<file path="src/hdl/source_line_classifier_defines.svh">
// Assertion macros for the source line classifier.
`ifndef SOURCE_LINE_CLASSIFIER_DEFINES_SVH
`define SOURCE_LINE_CLASSIFIER_DEFINES_SVH
`ifndef SYNTHESIS
// Same-cycle implication, disabled while in reset.
`define SLC_ASSERT_IMPL(label, clk, rst_n, ante, cons) \
    label: assert property (@(posedge clk) disable iff (!rst_n) (ante) |-> (cons)) \
        else $error("source_line_classifier: assertion failed");
// Next-cycle implication, disabled while in reset.
`define SLC_ASSERT_NEXT(label, clk, rst_n, ante, cons) \
    label: assert property (@(posedge clk) disable iff (!rst_n) (ante) |=> (cons)) \
        else $error("source_line_classifier: assertion failed");
`else
`define SLC_ASSERT_IMPL(label, clk, rst_n, ante, cons)
`define SLC_ASSERT_NEXT(label, clk, rst_n, ante, cons)
`endif
`endif

</file>
<file path="src/hdl/slc_pkg.sv">
package slc_pkg;

    // Language register
    localparam int unsigned LANG_W = 3;
    localparam logic [LANG_W-1:0] LANG_TEXT   = 3'd0;
    localparam logic [LANG_W-1:0] LANG_C      = 3'd1;
    localparam logic [LANG_W-1:0] LANG_M      = 3'd2;
    localparam logic [LANG_W-1:0] LANG_SHELL  = 3'd3;
    localparam logic [LANG_W-1:0] LANG_BATCH  = 3'd4;
    localparam logic [LANG_W-1:0] LANG_PYTHON = 3'd5;
    localparam logic [LANG_W-1:0] LANG_RESET  = LANG_C;

    // Byte codes
    localparam logic [7:0] CH_NUL   = 8'h00;
    localparam logic [7:0] CH_TAB   = 8'h09;
    localparam logic [7:0] CH_NL    = 8'h0A;
    localparam logic [7:0] CH_VT    = 8'h0B;
    localparam logic [7:0] CH_FF    = 8'h0C;
    localparam logic [7:0] CH_CR    = 8'h0D;
    localparam logic [7:0] CH_SPACE = 8'h20;
    localparam logic [7:0] CH_HASH  = 8'h23;
    localparam logic [7:0] CH_STAR  = 8'h2A;
    localparam logic [7:0] CH_SLASH = 8'h2F;
    localparam logic [7:0] CH_E     = 8'h45;
    localparam logic [7:0] CH_M     = 8'h4D;
    localparam logic [7:0] CH_R     = 8'h52;

    // Line comment prefix length per language (unused codes have none)
    function automatic logic [1:0] lead_len(input logic [LANG_W-1:0] lang);
        logic [1:0] len;
        unique case (lang)
            LANG_C, LANG_M:          len = 2'd2;
            LANG_SHELL, LANG_PYTHON: len = 2'd1;
            LANG_BATCH:              len = 2'd3;
            default:                 len = 2'd0;
        endcase
        return len;
    endfunction

    // Prefix byte at a position; callers guard with lead_len
    function automatic logic [7:0] lead_char(input logic [LANG_W-1:0] lang,
                                             input logic [1:0] pos);
        logic [7:0] ch;
        ch = CH_NUL;
        unique case (lang)
            LANG_C, LANG_M:          ch = (pos < 2'd2) ? CH_SLASH : CH_NUL;
            LANG_SHELL, LANG_PYTHON: ch = (pos == 2'd0) ? CH_HASH : CH_NUL;
            LANG_BATCH: begin
                unique case (pos)
                    2'd0:    ch = CH_R;
                    2'd1:    ch = CH_E;
                    2'd2:    ch = CH_M;
                    default: ch = CH_NUL;
                endcase
            end
            default:                 ch = CH_NUL;
        endcase
        return ch;
    endfunction

    // Languages with nesting block comments
    function automatic logic has_block(input logic [LANG_W-1:0] lang);
        return (lang == LANG_C) || (lang == LANG_M);
    endfunction

    function automatic logic is_space(input logic [7:0] b);
        return (b == CH_SPACE) || (b == CH_TAB) || (b == CH_VT) ||
               (b == CH_FF) || (b == CH_CR);
    endfunction

endpackage

</file>
<file path="src/hdl/slc_parser.sv">
// Per-byte line parser: mode, prefix match, block nesting and line counters.
// Count outputs are the next-state values, valid in the cycle of i_step.
module slc_parser #(
    parameter int unsigned COUNT_WIDTH = 32,
    parameter int unsigned NEST_WIDTH  = 8
) (
    input  logic                         i_clk,
    input  logic                         i_rst_n,
    input  logic                         i_step,
    input  logic [7:0]                   i_byte,
    input  logic                         i_last,
    input  logic [slc_pkg::LANG_W-1:0]   i_lang,
    output logic [COUNT_WIDTH-1:0]       o_total,
    output logic [COUNT_WIDTH-1:0]       o_comment,
    output logic [COUNT_WIDTH-1:0]       o_empty
);

    typedef enum logic [2:0] {
        MODE_START,
        MODE_PREFIX,
        MODE_CODE,
        MODE_COMMENT,
        MODE_BLOCK
    } t_mode;

    typedef enum logic [1:0] {
        PEND_NONE,
        PEND_SLASH,
        PEND_STAR
    } t_pend;

    localparam logic [COUNT_WIDTH-1:0] CNT_MAX   = '1;
    localparam logic [NEST_WIDTH-1:0]  DEPTH_MAX = '1;
    localparam logic [NEST_WIDTH-1:0]  DEPTH_ONE = NEST_WIDTH'(1);

    t_mode                   r_mode,    n_mode;
    logic [1:0]              r_pos,     n_pos;
    t_pend                   r_pend,    n_pend;
    logic [NEST_WIDTH-1:0]   r_depth,   n_depth;
    logic [COUNT_WIDTH-1:0]  r_total,   n_total;
    logic [COUNT_WIDTH-1:0]  r_comment, n_comment;
    logic [COUNT_WIDTH-1:0]  r_empty,   n_empty;

    logic [1:0] len;
    logic [2:0] pos_inc;
    logic       nl;
    logic       prefix_hit;

    function automatic logic [COUNT_WIDTH-1:0] sat_inc(input logic [COUNT_WIDTH-1:0] x);
        return (x != CNT_MAX) ? x + COUNT_WIDTH'(1) : x;
    endfunction

    assign len        = slc_pkg::lead_len(i_lang);
    assign pos_inc    = {1'b0, r_pos} + 3'd1;
    assign nl         = (i_byte == slc_pkg::CH_NL);
    assign prefix_hit = (r_pos < len) && (i_byte == slc_pkg::lead_char(i_lang, r_pos));

    // Next state for one byte
    always_comb begin
        n_mode    = r_mode;
        n_pos     = r_pos;
        n_pend    = r_pend;
        n_depth   = r_depth;
        n_total   = r_total;
        n_comment = r_comment;
        n_empty   = r_empty;
        unique case (r_mode)
            MODE_START: begin
                if (slc_pkg::is_space(i_byte)) begin
                    n_mode = MODE_START;
                end else if ((len != 2'd0) &&
                             (i_byte == slc_pkg::lead_char(i_lang, 2'd0))) begin
                    if (len == 2'd1) begin
                        n_mode = MODE_COMMENT;
                    end else begin
                        n_mode = MODE_PREFIX;
                        n_pos  = 2'd1;
                    end
                end else if (nl) begin
                    n_empty = sat_inc(r_empty);
                    n_total = sat_inc(r_total);
                end else begin
                    n_mode = MODE_CODE;
                end
            end
            MODE_PREFIX: begin
                if (prefix_hit) begin
                    if (pos_inc >= {1'b0, len}) begin
                        n_mode = MODE_COMMENT;
                        n_pos  = 2'd0;
                    end else begin
                        n_pos = pos_inc[1:0];
                    end
                end else if ((r_pos == 2'd1) && slc_pkg::has_block(i_lang) &&
                             (i_byte == slc_pkg::CH_STAR)) begin
                    n_mode  = MODE_BLOCK;
                    n_depth = DEPTH_ONE;
                    n_pend  = PEND_NONE;
                    n_pos   = 2'd0;
                end else begin
                    // failed prefix: this byte is a code byte
                    n_pos = 2'd0;
                    if (nl) begin
                        n_total = sat_inc(r_total);
                        n_mode  = MODE_START;
                    end else begin
                        n_mode = MODE_CODE;
                    end
                end
            end
            MODE_CODE: begin
                if (nl) begin
                    n_total = sat_inc(r_total);
                    n_mode  = MODE_START;
                end
            end
            MODE_COMMENT: begin
                if (nl) begin
                    n_comment = sat_inc(r_comment);
                    n_total   = sat_inc(r_total);
                    n_mode    = MODE_START;
                end
            end
            MODE_BLOCK: begin
                priority if ((r_pend == PEND_SLASH) && (i_byte == slc_pkg::CH_STAR)) begin
                    if (r_depth != DEPTH_MAX) n_depth = r_depth + DEPTH_ONE;
                    n_pend = PEND_NONE;
                end else if ((r_pend == PEND_STAR) && (i_byte == slc_pkg::CH_SLASH)) begin
                    n_pend = PEND_NONE;
                    if (r_depth <= DEPTH_ONE) begin
                        n_depth = '0;
                        n_mode  = MODE_COMMENT;
                    end else begin
                        n_depth = r_depth - DEPTH_ONE;
                    end
                end else if (i_byte == slc_pkg::CH_SLASH) begin
                    n_pend = PEND_SLASH;
                end else if (i_byte == slc_pkg::CH_STAR) begin
                    n_pend = PEND_STAR;
                end else begin
                    n_pend = PEND_NONE;
                    if (nl) begin
                        n_comment = sat_inc(r_comment);
                        n_total   = sat_inc(r_total);
                    end
                end
            end
            default: begin
                n_mode = MODE_START;
            end
        endcase
    end

    // State registers; the final byte of a file clears everything
    always_ff @(posedge i_clk) begin
        if (!i_rst_n || (i_step && i_last)) begin
            r_mode    <= MODE_START;
            r_pos     <= 2'd0;
            r_pend    <= PEND_NONE;
            r_depth   <= '0;
            r_total   <= '0;
            r_comment <= '0;
            r_empty   <= '0;
        end else if (i_step) begin
            r_mode    <= n_mode;
            r_pos     <= n_pos;
            r_pend    <= n_pend;
            r_depth   <= n_depth;
            r_total   <= n_total;
            r_comment <= n_comment;
            r_empty   <= n_empty;
        end
    end

    assign o_total   = n_total;
    assign o_comment = n_comment;
    assign o_empty   = n_empty;

endmodule

</file>
<file path="src/hdl/source_line_classifier.sv">
// Source line classifier: takes a file one byte per transfer and, on the byte
// flagged last, returns one result with the total, comment, empty and code line
// counts for the language held in the configuration register (reset: C). One
// byte is taken every cycle; the input stalls only while a last byte waits for
// room in the two-deep result pipeline. A byte is registered and parsed in the
// next cycle unless a last byte stalls; its counts go to the count capture
// register, then with code lines subtracted to the output register.
// Counters saturate at 2^COUNT_WIDTH - 1 and outputs carry the low 32 bits.
// Write the language register only while no file is in flight.
`include "source_line_classifier_defines.svh"

module source_line_classifier #(
    parameter int unsigned COUNT_WIDTH = 32,
    parameter int unsigned NEST_WIDTH  = 8
) (
    input  logic                        i_clk,
    input  logic                        i_rst_n,
    // configuration
    input  logic                        i_cfg_we,
    input  logic [slc_pkg::LANG_W-1:0]  i_cfg_data,
    // byte input
    input  logic                        i_valid,
    output logic                        o_stall,
    input  logic [7:0]                  i_in_byte,
    input  logic                        i_last_byte,
    // result output
    output logic                        o_valid,
    input  logic                        i_stall,
    output logic [31:0]                 o_all_lines,
    output logic [31:0]                 o_comment_lines,
    output logic [31:0]                 o_blank_lines,
    output logic [31:0]                 o_code_lines
);

    localparam int unsigned OUT_W = 32;
    localparam int unsigned EXT_W = COUNT_WIDTH + OUT_W;

    logic [slc_pkg::LANG_W-1:0] r_lang;

    logic                       r_in_valid;
    logic [7:0]                 r_in_byte;
    logic                       r_in_last;

    logic                       r_res_valid;
    logic [COUNT_WIDTH-1:0]     r_res_total, r_res_comment, r_res_empty;

    logic                       r_out_valid;
    logic [COUNT_WIDTH-1:0]     r_out_total, r_out_comment, r_out_empty, r_out_code;

    logic [COUNT_WIDTH-1:0]     n_total, n_comment, n_empty, n_code;
    logic [COUNT_WIDTH:0]       used;
    logic                       out_adv;
    logic                       res_free;
    logic                       step;
    logic [EXT_W-1:0]           ext_total, ext_comment, ext_empty, ext_code;

    // Configuration register
    always_ff @(posedge i_clk) begin
        if (!i_rst_n) begin
            r_lang <= slc_pkg::LANG_RESET;
        end else if (i_cfg_we) begin
            r_lang <= i_cfg_data;
        end
    end

    // Pipeline flow control
    assign out_adv  = !r_out_valid || !i_stall;
    assign res_free = !r_res_valid || out_adv;
    assign step     = r_in_valid && (!r_in_last || res_free);
    assign o_stall  = r_in_valid && r_in_last && !res_free;

    // Input register
    always_ff @(posedge i_clk) begin
        if (!i_rst_n) begin
            r_in_valid <= 1'b0;
        end else if (!o_stall) begin
            r_in_valid <= i_valid;
        end
    end

    always_ff @(posedge i_clk) begin
        if (!o_stall && i_valid) begin
            r_in_byte <= i_in_byte;
            r_in_last <= i_last_byte;
        end
    end

    slc_parser #(
        .COUNT_WIDTH (COUNT_WIDTH),
        .NEST_WIDTH  (NEST_WIDTH)
    ) u_parser (
        .i_clk     (i_clk),
        .i_rst_n   (i_rst_n),
        .i_step    (step),
        .i_byte    (r_in_byte),
        .i_last    (r_in_last),
        .i_lang    (r_lang),
        .o_total   (n_total),
        .o_comment (n_comment),
        .o_empty   (n_empty)
    );

    // Count capture on the last byte
    always_ff @(posedge i_clk) begin
        if (!i_rst_n) begin
            r_res_valid <= 1'b0;
        end else if (step && r_in_last) begin
            r_res_valid <= 1'b1;
        end else if (out_adv) begin
            r_res_valid <= 1'b0;
        end
    end

    always_ff @(posedge i_clk) begin
        if (step && r_in_last) begin
            r_res_total   <= n_total;
            r_res_comment <= n_comment;
            r_res_empty   <= n_empty;
        end
    end

    // Code lines: total minus comment minus empty, floored at zero
    assign used   = {1'b0, r_res_comment} + {1'b0, r_res_empty};
    assign n_code = (used > {1'b0, r_res_total}) ? '0 : r_res_total - used[COUNT_WIDTH-1:0];

    // Output register
    always_ff @(posedge i_clk) begin
        if (!i_rst_n) begin
            r_out_valid <= 1'b0;
        end else if (out_adv) begin
            r_out_valid <= r_res_valid;
        end
    end

    always_ff @(posedge i_clk) begin
        if (out_adv && r_res_valid) begin
            r_out_total   <= r_res_total;
            r_out_comment <= r_res_comment;
            r_out_empty   <= r_res_empty;
            r_out_code    <= n_code;
        end
    end

    // Low 32 bits of each count, zero-extended for narrow counters
    assign ext_total   = {OUT_W'(0), r_out_total};
    assign ext_comment = {OUT_W'(0), r_out_comment};
    assign ext_empty   = {OUT_W'(0), r_out_empty};
    assign ext_code    = {OUT_W'(0), r_out_code};

    assign o_valid         = r_out_valid;
    assign o_all_lines     = ext_total[OUT_W-1:0];
    assign o_comment_lines = ext_comment[OUT_W-1:0];
    assign o_blank_lines   = ext_empty[OUT_W-1:0];
    assign o_code_lines    = ext_code[OUT_W-1:0];

    // Checks
    `SLC_ASSERT_IMPL(a_stall_only_on_last, i_clk, i_rst_n, o_stall, r_in_valid && r_in_last)
    `SLC_ASSERT_IMPL(a_code_within_total, i_clk, i_rst_n, r_out_valid, r_out_code <= r_out_total)
    `SLC_ASSERT_NEXT(a_out_drains, i_clk, i_rst_n,
        r_out_valid && !i_stall && !r_res_valid, !r_out_valid)
    `SLC_ASSERT_NEXT(a_last_captured, i_clk, i_rst_n, step && r_in_last, r_res_valid)

endmodule
</file>
<file path="config.mk">
export PLATFORM = sky130hd
export DESIGN_NAME = source_line_classifier
export DESIGN_NICKNAME = d
export VERILOG_FILES = /design/src/hdl/slc_pkg.sv /design/src/hdl/slc_parser.sv /design/src/hdl/source_line_classifier.sv
export VERILOG_INCLUDE_DIRS = /design/src /design/src/hdl
export SDC_FILE = /design/constraint.sdc
export NUM_CORES = 1
export LEC_CHECK = 0
export BUFFER_PORTS_ARGS = -buffer_cell sky130_fd_sc_hd__clkbuf_2
export CAP_MARGIN = 20
export CORE_MARGIN = 5
export CORE_UTILIZATION = 50
export DETAILED_ROUTE_END_ITERATION = 8
export PLACE_DENSITY = 0.71
export SLEW_MARGIN = 20
export SYNTH_ARGS = -nofsm -noshare
export SYNTH_HDL_FRONTEND = slang
export SYNTH_HIERARCHICAL = 1
export SYNTH_SLANG_ARGS = --single-unit
</file>
<file path="constraint.sdc">
create_clock -name i_clk -period 9.5 [get_ports i_clk]
set_input_delay 0 -clock i_clk [delete_from_list [all_inputs] [get_ports i_clk]]
set_output_delay 0 -clock i_clk [all_outputs]
set_load 0.005 [all_outputs]
</file>
* Yosys cells after proc, flatten, opt, wreduce, memory -nomap -nowiden
Index checks and enable logic that the tools add are counted.
Operators by class: add/sub/neg operators 8, multiply operators 0, divide/modulo/power cells 0, $lt $le $gt $ge 5, equality and inequality tests 41, shift-type cells 0, muxes and demuxes 66, bitwise logic cells 0, reductions and logical operators 41
Operators by type and width (count):
- 2-to-1 mux 32 bit | 21
- one-hot mux 32 bit (4 select lines) | 1
- adder 32 x 1 -> 32 bit (second input constant) | 3
- != test 32 bit (second input constant) | 3
- 2-to-1 mux 8 bit | 8
- one-hot mux 32 bit (2 select lines) | 1
- one-hot mux 7 bit (3 select lines) | 2
- equality test 8 x 4 -> 1 bit (second input constant) | 5
- adder 32 x 32 -> 33 bit | 1
- greater-than comparator 33 x 32 -> 1 bit | 1
- subtractor 32 bit | 1
- 2-to-1 mux 3 bit | 10
- 2-to-1 mux 2 bit | 13
- equality test 8 x 6 -> 1 bit (second input constant) | 3
- one-hot mux 8 bit (3 select lines) | 1
- equality test 8 bit | 2
- one-hot mux 8 bit (2 select lines) | 1
- equality test 3 x 2 -> 1 bit (second input constant) | 4
- logical AND 1 bit | 12
- 2-to-1 mux 6 bit | 2
- one-hot mux 3 bit (4 select lines) | 1
- != test 2 x 1 -> 1 bit (second input constant) | 5
- equality test 3 bit (second input constant) | 3
- logical OR 1 bit | 9
- other kinds (27) | 48
Storage, ports and cells: register bits 350, latch bits 0, memory bits (writable) 0, memory bits (read-only) 0, bits of input ports 17, output and inout bits 130, word-level logic and storage cells 181, memories kept 0

* Logic depth before layout (Yosys ltp)
depth after elaboration 12, mapped depth 23, depth with buffers taken out 20

* By module
Netlist, hierarchy kept.
Modules (own cells, without submodules):
- source_line_classifier | times used 1, cells each 876, area each 11533.6 sq um, seq. area each 7116.8 sq um
- slc_parser | times used 1, cells each 1054, area each 7831.3 sq um, seq. area each 2222.1 sq um

* Worst setup path before layout
OpenSTA, ideal clock, no wires.
path type register -> register, start point register r_res_valid, end point register r_out_total[0] (netlist: o_all_lines[0]), enable pin, library setup time 809 ps, arrival 9572 ps, required time 8691 ps, slack -881 ps, cell stages (with the launch flop) 2, path buffers 0, period minus slack after synthesis 10381 ps, cells stage by stage dfxtp_1 > a21boi_0
On the way: longest elaborated chain between the ends 1
RTL lines:
- start: declaration | line source_line_classifier.sv:44 | logic r_res_valid;
- start signal: assignment | line source_line_classifier.sv:106 | r_res_valid <= 1'b0;
- start signal: assignment | line source_line_classifier.sv:108 | r_res_valid <= 1'b1;
- start signal: assignment | line source_line_classifier.sv:110 | r_res_valid <= 1'b0;
- logical AND 1 bit | line source_line_classifier.sv:136 | if (out_adv && r_res_valid) begin
- end signal: assignment | line source_line_classifier.sv:137 | r_out_total <= r_res_total;
- end: declaration | line source_line_classifier.sv:48 | logic [COUNT_WIDTH-1:0] r_out_total, r_out_comment, r_out_empty, r_out_code;
No other way between the ends. A chain may end at the register's enable or synchronous reset.

* Final worst setup path
start point register r_res_empty[0], end point register r_out_code[24] (netlist: o_code_lines[24]), data pin
On the way: longest elaborated chain between the ends 2, elaborated cells between the ends (all ways) 3, classes of those cells add/sub (2); order compare (1)
RTL lines:
- start: declaration | line source_line_classifier.sv:45 | logic [COUNT_WIDTH-1:0] r_res_total, r_res_comment, r_res_empty;
- start signal: assignment | line source_line_classifier.sv:118 | r_res_empty <= n_empty;
- adder 32 x 32 -> 33 bit * | line source_line_classifier.sv:123 | assign used = {1'b0, r_res_comment} + {1'b0, r_res_empty};
- subtractor 32 bit or greater-than comparator 33 x 32 -> 1 bit (tied branches) | line source_line_classifier.sv:124 | assign n_code = (used > {1'b0, r_res_total}) ? '0 : r_res_total - used[COUNT_WIDTH-1:0];
- end signal: assignment | line source_line_classifier.sv:140 | r_out_code <= n_code;
- end: declaration | line source_line_classifier.sv:48
Every way passes the cells marked *; elsewhere a longest branch is shown, timed or not.

==> flow_summary.json <==
{
  "antenna_cells": 0,
  "cp-end-kind": "flop",
  "crit_buf_inv": 1,
  "setup_viol": 0,
  "leakagePower_nw": 8.38,
  "route.detailed.wl_per_inst_um": 17.7,
  "routed_wl_mm": 46.5,
  "switching_share_pct": 26.1,
  "cts-root-buf": "clkbuf_16",
  "hold_class": "input port to flop",
  "die_area_um2": 42800,
  "cp.arrival_ns": 6.43,
  "htree_levels": 2,
  "first_pass_iters": 5,
  "drc": 0,
  "power_per_cell_area_nw_per_um2": 169,
  "dr.first_iter.drc_count": 836,
  "cell_internal_pwr_mw": 2.76,
  "cpPeakStageDelay_ns": 0.75,
  "synth_top_cell_by_area": "edfxtp_1",
  "drive_above_1_share_pct": 12.0,
  "finalCritPeriodShare_pct": 63.8,
  "worst_pin_slew_ns": 1.02,
  "grt_setup_unrepaired": "false",
  "cp_data_required_time_ns": 9.87,
  "cts_buffers": 39,
  "setup_tns_ns": 0,
  "grt_max_degree": 77,
  "die_w_um": 207,
  "synth_flop_cell": "edfxtp_1",
  "synth-seq-area-share_pct": 48.2,
  "hpwl_mm": 34.6,
  "routed_via_density": 5.59,
  "cap_violations": 0,
  "synth_most_common_cell": "edfxtp_1",
  "rows": 72,
  "pre_cts_ws_ns": 3.47,
  "path_cells": "ha_1 > inv_1 > fa_1 > nor2b_1 > o21ai_0 > a21oi_1 > o211ai_1 > a211oi_1 > o21ai_0 > nor4bb_1 > or3_1 > ha_1 > nand3_1 > nor3_1 > nand3_1 > or3_1 > a21o_1 > a221oi_4 > nand2_2 > nor3_1",
  "coreArea_um2": 38500,
  "area_growth_pct": 13.7,
  "place_congestion": 0.924,
  "pwr-share-clk_pct": 39.1,
  "yosys.cell_types.count": 91,
  "switching_power_mw": 0.974,
  "clk_pin_slew_ns": 0.06,
  "synthArstFlopShare_pct": 0,
  "p_comb_share_pct": 15.5,
  "synthTopCellsByArea": "edfxtp_1 (36%), dfxtp_1 (12%), ha_1 (7.0%), xnor2_1 (4.7%), xor2_1 (4.5%)",
  "clockBufferDepth": 3,
  "critPathTopFamily": "simple AND/OR/NAND/NOR gates",
  "power_frac_seq_pct": 45.4,
  "status": "completed",
  "hold_viol_final": 0,
  "die_h_um": 207,
  "whs_ns": 0.184,
  "synthCells": 1930,
  "ant_nets": 0,
  "grt_antenna_before_repair": 0,
  "synth-edff-count": 233,
  "io_buffer_count": 146,
  "syn_area_per_cell_um2": 10.0,
  "yosysWarnings": 6,
  "start_kind": "flop",
  "max_freq_ghz": 0.165,
  "synth_seq_cells": 350,
  "yosysTopAreaCellShare_pct": 36.1,
  "fin_ws_ns": 3.44,
  "tritoncts": "done",
  "start_util_pct": 50.3,
  "fin_skew_ns": 0.0149,
  "grt_pass1_vias": 14100,
  "syn-cell-area_um2": 19400,
  "io_pins": 147,
  "cpMaxStageDelayCell": "a211oi_1",
  "synth.top_cells.by_count": "edfxtp_1 (233), nor2_1 (187), nand2_1 (159), dfxtp_1 (117), ha_1 (108)",
  "fin_crit_ns": 6.06,
  "grt_pass1_wl_mm": 73.4,
  "clkLatencyLatePin_ns": 0.55,
  "relSlewSlack_pct": 31.7,
  "grt_use_total_pct": 21.4,
  "ir_worst_vdd_mv": 0.137,
  "nNetsFinal": 2212,
  "grt_overflow": 0,
  "numClockSinks": 350,
  "critPathKind": "flop to flop",
  "drv_slew": 0,
  "syn_nets": 2058,
  "worst-path-max-fanout": 29,
  "via_count": 14700
}
-- per-stage QoR --
step / utilization (%) / cells / cell area [µm²] / power [mW]
floorplan: - / 1930 / 19400 / 2.15
global placement: 53.3 / 2537 / 20500 / 2.28
detailed placement: 53.3 / 2537 / 20500 / 2.29
CTS: 57.2 / 2631 / 22000 / 3.76
global route: 57.2 / 2632 / 22000 / 3.90
finish: 57.2 / 2632 / 22000 / 3.73
-- registers in the layout, summed over array words and instances (netlist names), 8 cells and up --
name and flops:
o_code_lines 32, u_parser/r_total 32, o_blank_lines 32, o_comment_lines 32
u_parser/r_comment 32, r_in_byte 8, u_parser/r_empty 32, o_all_lines 32
u_parser/r_depth 8, r_res_comment 32, r_res_total 32, r_res_empty 32
-- cells by family (layout without fill, tap and decap cells) --
family	count (synthesis)	count (layout)	synth area share, %
buf+inv	167	351	3.53
compound gates	363	363	12.2
fa+ha+maj	111	111	7.29
xor+xnor	203	203	9.18
mux	14	14	0.756
flops	350	350	48.2
simple gates	722	722	18.8
-- cell usage in the layout (no fill, tap or decap), types with 55 or more instances in the layout --
cell and instances:
xnor2_1 103, edfxtp_1 233, inv_1 103, nor3_1 55
xor2_1 100, clkbuf_2 146, dfxtp_1 117, ha_1 108
nand3_1 73, o21ai_0 79, nor2_1 187, a21oi_1 106
nand2_1 158
-- cell type report --
class	instances	area (µm²)
multi-input cells	1413	9360
clock inverters	13	96.3
repair buffers	177	1020
clock buffers	58	1150
inverters	103	387
fillers	3260	16500
well taps	518	648
flip-flops and latches	350	9340
-- per-layer routing --
| metal | part of all wire, % | wire length, µm | GRT usage, % |
|---|---|---|---|
| met2 | 49 | 22700 | 37.0 |
| met1 | 43 | 20000 | 27.8 |
| met4 | 3.2 | 1470 | 7.03 |
| met5 | 0 | 0 | 0 |
| met3 | 5.0 | 2350 | 3.12 |
-- worst paths after layout --
| check | startpoint | end | slack, ns | cells past startpoint |
|---|---|---|---|---|
| setup / recovery | r_res_empty[0] | o_code_lines[24] | 3.44 | 20 |
| hold / removal | i_in_byte[0] | r_in_byte[0] | 0.18 | 2 |
| setup reg to reg | r_res_empty[0] | o_code_lines[24] | 3.44 | 20 |
| hold reg to reg | r_res_empty[2] | o_blank_lines[2] | 0.45 | 0 |
-- what timing repair did --
| item | CTS | global route |
|---|---|---|
| endpoints found under the hold margin | 24 | 0 |
| resized for setup | 0 | 0 |
| setup buffers | 0 | 0 |
| hold buffers | 23 | 0 |
-- power groups by stage --
stage | sequential, mW | clock [mW] | combinational (mW)
3_3_place_gp | 1.72 | 0 | 0.557
4_1_cts | 1.69 | 1.49 | 0.575
3_5_place_dp | 1.73 | 0 | 0.565
5_1_grt | 1.70 | 1.56 | 0.641
6_report | 1.69 | 1.46 | 0.578
2_1_floorplan | 1.72 | 0 | 0.432
No activity file was read; power rests on OpenSTA's default activity.
